### config.mk
export PLATFORM = sky130hd
export DESIGN_NAME = bdd_ut_queue
export DESIGN_NICKNAME = d
export VERILOG_FILES = /design/src/design/bdd_ut_pkg.sv /design/src/design/bdd_ut_queue.sv
export SDC_FILE = /design/constraint.sdc
export NUM_CORES = 1
export LEC_CHECK = 0
export BUFFER_PORTS_ARGS = -buffer_cell sky130_fd_sc_hd__buf_2
export CORE_ASPECT_RATIO = 1.75
export CORE_MARGIN = 3
export CORE_UTILIZATION = 47
export CTS_CLUSTER_SIZE = 12
export DETAILED_ROUTE_END_ITERATION = 8
export PLACE_DENSITY_LB_ADDON = 0.2
export SYNTH_ARGS = -nofsm -noshare
export SYNTH_HDL_FRONTEND = slang
export SYNTH_SLANG_ARGS = --single-unit
### constraint.sdc
create_clock -name i_clk -period 6.3 [get_ports i_clk]
set_clock_uncertainty 0.15 [all_clocks]
set_input_delay 1.26 -clock i_clk [delete_from_list [all_inputs] [get_ports i_clk]]
set_output_delay 1.26 -clock i_clk [all_outputs]
set_load 0.01 [all_outputs]
### src/design/bdd_ut_pkg.sv
// ----------------------------------------------------------------------------
// bdd_ut_pkg
// Shared types and constants for the decision-diagram unique table.
// ----------------------------------------------------------------------------
`default_nettype none

package bdd_ut_pkg;

    localparam int TABLE_DEPTH = 1024;
    localparam int ID_W        = 32;
    localparam int KEY_W       = 32;
    localparam int SLOT_W      = $clog2(TABLE_DEPTH);
    localparam int CNT_W       = SLOT_W + 1;
    localparam int FILL_W      = 11;
    localparam int CMP_W       = (CNT_W > FILL_W) ? CNT_W : FILL_W;
    localparam int QUEUE_DEPTH = 2;
    localparam int QP_W        = $clog2(QUEUE_DEPTH);

    localparam logic [FILL_W-1:0] FILL_RESET = FILL_W'(768);

    localparam logic [1:0] OUT_EQUAL    = 2'd0;
    localparam logic [1:0] OUT_FOUND    = 2'd1;
    localparam logic [1:0] OUT_INSERTED = 2'd2;
    localparam logic [1:0] OUT_FULL     = 2'd3;

    // one classified request waiting for the probe engine
    typedef struct packed {
        logic              is_equal;
        logic [SLOT_W-1:0] slot;
        logic [ID_W-1:0]   low;
        logic [ID_W-1:0]   high;
        logic [ID_W-1:0]   spare;
    } t_req;

    // one table slot
    typedef struct packed {
        logic            valid;
        logic [ID_W-1:0] low;
        logic [ID_W-1:0] high;
        logic [ID_W-1:0] node;
    } t_entry;

    typedef struct packed {
        logic empty;
        logic full;
    } t_q_stat;

endpackage

`default_nettype wire

### src/design/bdd_ut_queue.sv
// ----------------------------------------------------------------------------
// bdd_ut_queue
// Short request queue between the front end and the probe engine.
// ----------------------------------------------------------------------------
`default_nettype none

module bdd_ut_queue (
    input  wire logic             i_clk,
    input  wire logic             i_rst_n,
    input  wire logic             i_push,
    input  wire bdd_ut_pkg::t_req i_data,
    input  wire logic             i_pop,
    output bdd_ut_pkg::t_req      o_data,
    output bdd_ut_pkg::t_q_stat   o_stat
);
    import bdd_ut_pkg::*;

    t_req              r_data [QUEUE_DEPTH];
    logic [QP_W-1:0]   r_wp;
    logic [QP_W-1:0]   r_rp;
    logic [QP_W:0]     r_cnt;
    logic              q_empty;
    logic              q_full;
    logic              do_push;
    logic              do_pop;

    assign q_empty = (r_cnt == '0);
    assign q_full  = (r_cnt == (QP_W+1)'(QUEUE_DEPTH));
    assign o_stat  = '{empty: q_empty, full: q_full};
    assign do_push = i_push & ~q_full;
    assign do_pop  = i_pop & ~q_empty;
    assign o_data  = r_data[r_rp];

    always_ff @(posedge i_clk) begin
        if (!i_rst_n) begin
            r_wp  <= '0;
            r_rp  <= '0;
            r_cnt <= '0;
        end else begin
            if (do_push) begin
                r_wp <= r_wp + 1'b1;
            end
            if (do_pop) begin
                r_rp <= r_rp + 1'b1;
            end
            r_cnt <= r_cnt + (QP_W+1)'(do_push) - (QP_W+1)'(do_pop);
        end
    end

    always_ff @(posedge i_clk) begin
        if (do_push) begin
            r_data[r_wp] <= i_data;
        end
    end

endmodule

`default_nettype wire

==> run_results.csv <==
group,metric,value,unit
synth,postSynthCellCount,362,
timing,layout_min_cycle_time,4060,ps
worst_setup_path,reg2reg_depth,3,
power,power.density,417,mW/mm^2
clock_tree,clockRootBuffer,"clkbuf_16",
worst_setup_path,cp-endpoint,"o_data[18]",
worst_hold_path,hold_class,"register to register",
power,p_leak,3.80,nW
timing,max_slew.worst_pin.slew,1140,ps
clock_tree,post_cts_buffers,0,
placed_design,dp_slack,2640,ps
cells_and_area,n_fill_cell,1271,
timing,fmax,246,MHz
clock_tree,cts_htree_levels,1,
cells_and_area,fin_nets,707,
timing,fin_ws,2240,ps
global_route,grt.overflow.total,0,
worst_setup_path,critPathMaxFanout,73,
clock_tree,numCtsBuffers,22,
drt,vias_per_cell,4.84,
worst_setup_path,end_kind,"primary output",
floorplan,core,0.0167,mm^2
clock_tree,hold_buffers,0,
clock_tree,cts_tree,"done",
floorplan,io_pins,220,
drt,firstDrtPassIters,4,
worst_setup_path,worst_ep_required_time,4890,ps
synth,ys_types,19,
clock_tree,clk_latency,480,ps
timing,finalHoldViolCount,0,
status,outcome,"complete, no violations",
placed_design,placed_area,0.00941,mm^2
drt,drc,0,
cells_and_area,most-common-layout-cells,"buf_2 (219), edfxtp_1 (214), mux2_2 (77)",
floorplan,die_w,105,um
floorplan,start_util,0.485,
clock_tree,clk_pin_slew,60,ps
global_route,antenna_found_initial,4,
worst_setup_path,worstPathArrival,2650,ps
worst_setup_path,reg2reg_from,"r_cnt[0]",
floorplan,rows,62,
worst_setup_path,crit_type,"register to primary output",
timing,finalSetupViolCount,0,
drt,wl_per_cell,18.5,um
synth,synth.avg_cell_area,22.3,um^2
synth,ys_ff_latch,219,
placed_design,dp_hpwl,10500,um
placed_design,place_congestion,0.781,
drt,first_iter_violations,169,
timing,tns,0,ps
global_route,grt_first_pass_wirelength,23600,um
cells_and_area,layout_commonest_cell,"buf_2",
clock_tree,cts_resized,0,
synth,synth_seq_area_share,0.807,
timing,rsz0062_at_grt,"no",
synth,yosysWarnings,0,
cells_and_area,drive_above_1_share,0.590,
timing,maxSlewHeadroom,0.239,
floorplan,die_h,179,um
synth,synth_area,0.00808,mm^2
timing,final_max_slew_viol_count,0,
cells_and_area,utilization,0.601,
floorplan,die-area,0.0189,mm^2
drt,vias,4010,
drt,postRouteAntennaNets,0,
drt,wl,15300,um
synth,syn_nets,475,
power,vdd_ir_drop_max,0.258,mV
placed_design,numPortBuffers,219,
worst_setup_path,critPathLaunchType,"register",
worst_setup_path,r2r_setup_slack,3720,ps
job,drv_cap,0,
timing,fin_crit_sh,0.645,
cells_and_area,syn_to_final_growth,24.0,%
global_route,grt_use_total,0.159,
clock_tree,cts_sinks,219,
worst_setup_path,r2r-end,"r_data[1][23]",
global_route,grt_pass1_vias,4467,
clock_tree,clk_path_buf_depth,3,
global_route,grt_start_max_net_pins,74,
cells_and_area,final_area,0.0100,mm^2
timing,worst_hold_slack,382,ps
==> cells in the mapped netlist <==
master	count	share of area
and2_1	2	0.0015
and3_1	1	0.00077
buf_2	7	0.0043
buf_4	2	0.0019
buf_6	5	0.0070
dfxtp_1	5	0.012
edfxtp_1	214	0.79
ha_1	2	0.0031
inv_1	3	0.0014
mux2_2	77	0.11
mux2_4	30	0.056
mux2i_1	1	0.0012
nand2_1	2	0.00093
nand2b_1	2	0.0015
nor2_1	5	0.0023
nor3_1	1	0.00062
o21a_1	1	0.00093
xnor2_1	1	0.0011
xor2_1	1	0.0011
==> where the power goes <==
group	total (mW)	leakage, nW	internal [mW]	switching, mW
sequential	2.02	2.04	1.88	0.137
combinational	1.02	1.46	0.523	0.500
clock	1.14	0.298	0.663	0.474
total	4.18	3.80	3.07	1.11
==> per-layer routing <==
metal  global-route usage  vias to the layer above  share of wire
li1                     -                     1884              -
met1                0.161                     1923           0.33
met2                0.300                      150           0.56
met3               0.0395                       47          0.058
met4               0.0751                        6          0.046
met5                    0                        -         0.0027
==> metrics by stage <==
stage	cells	power, mW
3_5_place_dp	794	3.10
3_3_place_gp	794	3.07
6_report	828	4.18
4_1_cts	827	4.25
2_1_floorplan	362	2.71
5_1_grt	828	4.38
==> cell families (layout without fill, tap and decap cells) <==
kind of cell / count (synthesis) / in the layout / share of synthesized area
AOI/OAI and AO/OA: 1 / 1 / 0.000929
xor gates and xnor gates: 2 / 2 / 0.00217
adders and majority gates: 2 / 2 / 0.00310
buffers and inverters: 17 / 258 / 0.0145
DFF: 219 / 219 / 0.807
muxes: 108 / 108 / 0.164
other: 0 / 1 / 0
and+or+nand+nor: 13 / 13 / 0.00774
==> sequential cells by signal (all words and copies together), names as in the netlist, named ones only <==
register  flops
r_data      214
r_wp          1
r_cnt         2
r_rp          1
==> critical path: stages (launching register included) <==
cell	delay, ps
dfxtp_4	1070
buf_4	550
mux2_2	390
buf_2	140
==> worst min-delay path by stage <==
stage,startpoint,to,slack [ps],depth (start not counted)
2_1_floorplan,r_wp,r_wp,320,2
3_3_place_gp,r_rp,r_rp,350,2
3_5_place_dp,r_rp,r_rp,370,2
4_1_cts,r_rp,r_rp,390,2
5_1_grt,r_wp,r_wp,410,2
6_report,r_wp,r_wp,380,2
==> final cells by class <==
type	instances	area (um^2)	area share
Sequential cell	219	6530	0.651
Clock inverter	1	8.76	0.000874
Tap cell	224	280	0.0280
Timing Repair Buffer	222	1130	0.113
Clock buffer	32	609	0.0608
Inverter	3	11.3	0.00112
Multi-Input combinational cell	126	1450	0.145
Antenna cell	1	2.50	0.000250
Power figures use the tool's default switching activity.
