**src/design/bdd_ut_pkg.sv**
```systemverilog
// ----------------------------------------------------------------------------
// bdd_ut_pkg
// Shared types and constants for the decision-diagram unique table.
// ----------------------------------------------------------------------------
`default_nettype none

package bdd_ut_pkg;

    localparam int TABLE_DEPTH = 1024;
    localparam int ID_W        = 32;
    localparam int KEY_W       = 32;
    localparam int SLOT_W      = $clog2(TABLE_DEPTH);
    localparam int CNT_W       = SLOT_W + 1;
    localparam int FILL_W      = 11;
    localparam int CMP_W       = (CNT_W > FILL_W) ? CNT_W : FILL_W;
    localparam int QUEUE_DEPTH = 2;
    localparam int QP_W        = $clog2(QUEUE_DEPTH);

    localparam logic [FILL_W-1:0] FILL_RESET = FILL_W'(768);

    localparam logic [1:0] OUT_EQUAL    = 2'd0;
    localparam logic [1:0] OUT_FOUND    = 2'd1;
    localparam logic [1:0] OUT_INSERTED = 2'd2;
    localparam logic [1:0] OUT_FULL     = 2'd3;

    // one classified request waiting for the probe engine
    typedef struct packed {
        logic              is_equal;
        logic [SLOT_W-1:0] slot;
        logic [ID_W-1:0]   low;
        logic [ID_W-1:0]   high;
        logic [ID_W-1:0]   spare;
    } t_req;

    // one table slot
    typedef struct packed {
        logic            valid;
        logic [ID_W-1:0] low;
        logic [ID_W-1:0] high;
        logic [ID_W-1:0] node;
    } t_entry;

    typedef struct packed {
        logic empty;
        logic full;
    } t_q_stat;

endpackage

`default_nettype wire

```
**src/design/bdd_ut_front.sv**
```systemverilog
// ----------------------------------------------------------------------------
// bdd_ut_front
// Accepts requests, flags equal children and hashes the start slot.
// ----------------------------------------------------------------------------
`default_nettype none

module bdd_ut_front (
    input  wire logic                    start,
    input  wire logic [bdd_ut_pkg::ID_W-1:0]  i_low_child,
    input  wire logic [bdd_ut_pkg::ID_W-1:0]  i_high_child,
    input  wire logic [bdd_ut_pkg::KEY_W-1:0] i_low_key,
    input  wire logic [bdd_ut_pkg::KEY_W-1:0] i_high_key,
    input  wire logic [bdd_ut_pkg::ID_W-1:0]  i_spare_id,
    input  wire bdd_ut_pkg::t_q_stat          i_q_stat,
    input  wire logic                    i_clearing,
    output logic                         busy,
    output logic                         o_push,
    output bdd_ut_pkg::t_req             o_req
);
    import bdd_ut_pkg::*;

    logic [KEY_W-1:0] hash;

    // low_key xor twice high_key
    assign hash = i_low_key ^ {i_high_key[KEY_W-2:0], 1'b0};

    assign busy   = i_q_stat.full | i_clearing;
    assign o_push = start & ~busy;

    always_comb begin
        o_req.is_equal = (i_low_child == i_high_child);
        o_req.slot     = hash[SLOT_W-1:0];
        o_req.low      = i_low_child;
        o_req.high     = i_high_child;
        o_req.spare    = i_spare_id;
    end

endmodule

`default_nettype wire

```
**config.mk**
```make
export PLATFORM = sky130hd
export DESIGN_NAME = bdd_ut_front
export DESIGN_NICKNAME = d
export VERILOG_FILES = /design/src/design/bdd_ut_pkg.sv /design/src/design/bdd_ut_front.sv
export SDC_FILE = /design/constraint.sdc
export NUM_CORES = 1
export LEC_CHECK = 0
export BUFFER_PORTS_ARGS = -buffer_cell sky130_fd_sc_hd__buf_2
export CELL_PAD_IN_SITES_DETAIL_PLACEMENT = 1
export CELL_PAD_IN_SITES_GLOBAL_PLACEMENT = 2
export CORE_UTILIZATION = 10
export DETAILED_ROUTE_END_ITERATION = 6
export PLACE_DENSITY = 0.95
export SYNTH_ARGS = -nofsm -noshare
export SYNTH_HDL_FRONTEND = slang
export SYNTH_SLANG_ARGS = --single-unit
```
**constraint.sdc**
```tcl
create_clock -name vclk -period 0.8
set_input_delay 0.04 -clock vclk [all_inputs]
set_output_delay 0.04 -clock vclk [all_outputs]
set_load 0.02 [all_outputs]
```
==> impl_metrics.toml, run 1 <==
[layout]
design_area_mm2 = 0.00150
final_cell_mix = "buf_2, xor2_1, nor4_1, buf_6, buf_4"
final_nets = 386
finalNonFillerCells = 363
final_common_cell = "buf_2"
antennaDiodeCount = 0
clockBufferCount = 0
syn2layout_area_growth_pct = 28.4
seqCellArea_um2 = 0
nFillCells = 1442
postLayoutCoreUtil = 0.131
drive_gt1_frac = 0.764
multi_input_area_um2 = 449
n_sequential_cell = 0

[global_routing]
grt_start_max_net_pins = 3
grt_use_total = 0.0457
overflow = 0
antenna_found_initial = 0
grt_pass1_wl_mm = 4.35
first_global_vias = 993

[worst_setup_path]
end_kind = "output port"
cp.required_ps = 760
worstSetupStartpointType = "input pin"
crit_path_max_fanout = 2
cp.arrival_ps = 1160
crit_type = "in -> out"

[synthesis]
synth_seq_area_share = 0
syn_nets = 316
synth_top_family_by_area = "buffers and inverters"
synth_simple_gate_area_frac = 0.0654
ys.warnings.count = 0
synth.mux.area_fraction = 0
synth_top_area_frac = 0.624
avgSynthCellArea_um2 = 7.68
synth_area_mm2 = 0.00117
synth_adder_area_share = 0
yosys.area.top_type = "buf_4"
synth_cells = 152
synth-xor-area-share = 0.308
synth_compound_area_frac = 0
synth_cell_type_count = 7
synth_area_leaders = "buf_4, xor2_1, nor4_1"

[power_and_ir_drop]
power.switching_w = 0.000571
combPwrFrac = 1.000
swShare = 0.582
internal_power_w = 0.000409
clkPwrFrac = 0
leakage_nw = 0.855
power_density_mw_per_mm2 = 654
seqPwrFrac = 0
irDropWorstVdd_uv = 161

[floorplan]
die_w_um = 110
io_pins = 273
coreArea_mm2 = 0.0114
die-area_mm2 = 0.0121
die_h_um = 110
start_util = 0.102
rows = 39

[status]
outcome = "complete, but fails checks"
violations = "setup timing"

[sta]
tns_ps = -404
fmax_mhz = 831
setup_slack_ps = -404
drv_slew = 0
slew_headroom = 0.813
fin_hold_ws_ps = 80.0
rsz0062_at_grt = "true"
worst_pin_slew_ps = 278
finalCritPeriodShare = 1.50
finalHoldViolations = 0
period_needed_ps = 1200
report.final.setup_viol = 1

[route]
drt_iter0_markers = 0
wirelength_mm = 3.46
firstDrtPassIters = 1
via_count = 1108
postRouteAntennaNets = 0
routedWlPerCell_um = 9.54
drc = 0
via_per_inst = 3.05

[min_path]
whs_endpoint = "o_req[29]"
min-delay-start = "i_spare_id[29]"
worst_hold_path.num_cells = 0
hold_path_class = "in -> out"

[clocking]
cts_setup_buffers = 0

[run]
drv_cap = 0

[place]
placed_cell_area_mm2 = 0.00146
detailed_place_hpwl_mm = 3.27
port_buffers = 161
post-place-cells = 363
place_congestion = 0.684
==> per-stage QoR <==
step / worst slack [ps] / total power [W]
2_1_floorplan: -31.4 / 0.000924
3_3_place_gp: -474 / 0.000967
3_5_place_dp: -491 / 0.000980
4_1_cts: -437 / 0.000996
5_1_grt: -534 / 0.00108
6_report: -404 / 0.000980
==> synthesized netlist by cell type <==
master / number
buf_4: 97
or2_2: 1
inv_1: 1
nor2_1: 2
xor2_1: 41
nor4_1: 8
nand4_1: 2
==> logic make-up (layout without fill, tap and decap cells) <==
family,Yosys count,in the layout
buffers and inverters,98,166
xor gates and xnor gates,41,41
and+or+nand+nor,13,13
==> power by group through the flow <==
stage	Sequential, W	Combinational [W]	Clock, W
CTS	0	0.000996	0
floorplan	0	0.000924	0
detailed placement	0	0.000980	0
finish	0	0.000980	0
global route	0	0.00108	0
global placement	0	0.000967	0
==> worst max-delay path: stages <==
cell and delay, ps:
buf_6 90, xor2_1 150, nor4_1 260, buf_4 150, nand4_1 100, buf_4 170
nor2_4 70, buf_6 120
==> routing by layer <==
metal  GRT usage  wire length, um  up-vias
met3     0.00647              472        8
met5           0                0        -
met4      0.0105               54        0
met1      0.0433             1030      468
met2      0.0996             1910      114
li1            -                -      518
==> final cells by class <==
type,count,share of cell area
Tap cell,143,0.119
Timing Repair Buffer,165,0.578
Multi-Input combinational cell,54,0.300
Inverter,1,0.00250
==> how the worst max path moves through the flow <==
stage               slack, ps  cells past startpoint        startpoint         end
floorplan                 -30                      4  i_high_child[23]  o_req[106]
global placement         -470                      8  i_high_child[29]  o_req[106]
detailed placement       -490                      8  i_high_child[29]  o_req[106]
CTS                      -440                      8  i_high_child[29]  o_req[106]
global route             -530                      8  i_high_child[29]  o_req[106]
finish                   -400                      8  i_high_child[18]  o_req[106]
==> repair_timing <==
action                     in CTS  in global routing
gates resized for setup         6                  1
hold endpoints to repair        0                  0
pin swaps                       1                  0
hold buffers                    0                  0
setup endpoints to repair       1                  1
Power figures use the tool's default switching activity.
==> run 2, diff against run 1 <==
--- a/config.mk
+++ b/config.mk
@@ -5,12 +5,13 @@
 export SDC_FILE = /design/constraint.sdc
 export NUM_CORES = 1
 export LEC_CHECK = 0
-export BUFFER_PORTS_ARGS = -buffer_cell sky130_fd_sc_hd__buf_2
+export BUFFER_PORTS_ARGS = -buffer_cell sky130_fd_sc_hd__buf_4
 export CELL_PAD_IN_SITES_DETAIL_PLACEMENT = 1
 export CELL_PAD_IN_SITES_GLOBAL_PLACEMENT = 2
 export CORE_UTILIZATION = 10
 export DETAILED_ROUTE_END_ITERATION = 6
 export PLACE_DENSITY = 0.95
+export REMOVE_ABC_BUFFERS = 1
 export SYNTH_ARGS = -nofsm -noshare
 export SYNTH_HDL_FRONTEND = slang
 export SYNTH_SLANG_ARGS = --single-unit
==> run 2 against run 1 <==
Against the previous run: the run still ends with setup timing left; flip-flop and latch count did not move; maximum frequency decreased by 0.57%; setup slack worse by 6.9 ps; non-clock buffer count increased by 29; sequential share of layout area is the same; clock-buffer cell count stayed put; routed wire length increased by 85%; core utilization grew 5.6 points; global-route usage rose by 4.9 points; combinational power up 43%; via count rose by 16%; final area is 43% higher; largest cell class unchanged; highest routed layer is now met3.
==> impl_metrics.toml, run 2 (same netlist as run 1, synthesis figures left out) <==
[clocking]
cts_setup_buffers = 0
cts_hold_buf = 0

[sta]
finalHoldViolations = 0
report.final.setup_viol = 1
rsz0062_at_grt = "true"
worst_pin_slew_ps = 287
drv_slew = 0
setup_slack_ps = -411
slew_headroom = 0.807
period_needed_ps = 1210
fmax_mhz = 826
fin_hold_ws_ps = 80.2
finalCritPeriodShare = 1.51

[global_routing]
grt_start_max_net_pins = 3
antenna_found_initial = 0
overflow = 0
grt_pass1_wl_mm = 8.00
first_global_vias = 1375
grt_use_total = 0.0942

[floorplan]
io_pins = 273
die_h_um = 110
die_w_um = 110
coreArea_mm2 = 0.0114
die-area_mm2 = 0.0121
rows = 39
start_util = 0.102

[route]
routedWlPerCell_um = 16.3
wirelength_mm = 6.40
firstDrtPassIters = 4
drt_iter0_markers = 19
drc = 0
postRouteAntennaNets = 0
via_per_inst = 3.28
via_count = 1285

[worst_setup_path]
cp.arrival_ps = 1170
cp.required_ps = 760
crit_path_max_fanout = 2
crit_slowest_cell = "nor4_2"
crit_type = "in -> out"
cp_cell_sequence = "buf_4 -> xor2_2 -> nor4_2 -> buf_4 -> nand4_1 -> nor2_1 -> buf_4"
cpLargestDelayFamily = "simple AND/OR/NAND/NOR gates"
crit_buf_inv = 3
critPathMostFrequentCell = "buf_4"
worstSetupStartpointType = "input pin"
cp_slowest_stage_delay_ps = 280
end_kind = "output port"

[power_and_ir_drop]
irDropWorstVdd_uv = 201
power_density_mw_per_mm2 = 653
leakage_nw = 1.14

[status]
violations = "setup timing"
outcome = "complete, but fails checks"

[layout]
clockBufferCount = 0
seqCellArea_um2 = 0
final_nets = 415
final_cell_mix = "buf_4, xor2_1, nor4_2, nor4_1, buf_6"
n_sequential_cell = 0
final_common_cell = "buf_4"
nFillCells = 1385
drive_gt1_frac = 0.811
antennaDiodeCount = 0
syn2layout_area_growth_pct = 83.1
postLayoutCoreUtil = 0.187

[min_path]
worst_hold_path.num_cells = 0
hold_path_class = "in -> out"
min-delay-start = "i_spare_id[12]"
whs_endpoint = "o_req[12]"

[run]
drv_cap = 0

[place]
detailed_place_hpwl_mm = 5.99
place_congestion = 0.809
port_buffers = 161
[run 2: cell types whose count changed in the layout (fill, tap and decap cells not counted), sizes merged]
cell  previous run  this run
buf            165       194
[run 2: repair_timing]
action	in CTS	in global routing
gates resized for setup	4	7
hold endpoints to repair	0	0
pin swaps	4	7
endpoints found under the setup margin	1	1
[run 2: metal layers]
layer,global-route usage,part of all wire,vias up
li1,-,-,571
met1,0.0943,0.33,556
met2,0.145,0.42,158
met3,0.0923,0.26,0
met4,0.00190,0,0
met5,0.0357,0,-
[run 2: cell type report]
class	instances	area, um^2	share of cell area
tap	143	179	0.0837
multi-input combinational	54	483	0.226
inverter	1	3.75	0.00176
timing repair buffer	194	1470	0.689
[run 2: how the worst max path moves through the flow]
stage	from	endpoint	slack [ps]	depth (start not counted)
finish	i_high_child[6]	o_req[106]	-410	7
global route	i_high_child[6]	o_req[106]	-510	7
CTS	i_high_child[23]	o_req[106]	-460	7
detailed placement	i_high_child[27]	o_req[106]	-610	6
global placement	i_high_child[27]	o_req[106]	-590	6
floorplan	i_high_child[31]	o_req[106]	-100	4
[run 2: where the power goes]
group | switching (W) | internal (W)
clock | 0 | 0
sequential | 0 | 0
combinational | 0.000655 | 0.000740
[run 2: per-stage QoR]
stage	instances	power, W	instance area [um^2]	setup TNS, ps	worst slack [ps]
2_1_floorplan	55	0.000216	439	-96.3	-96.3
3_3_place_gp	392	0.00136	2070	-590	-590
3_5_place_dp	392	0.00138	2070	-611	-611
4_1_cts	392	0.00140	2090	-461	-461
5_1_grt	392	0.00151	2140	-515	-515
6_report	392	0.00140	2140	-411	-411
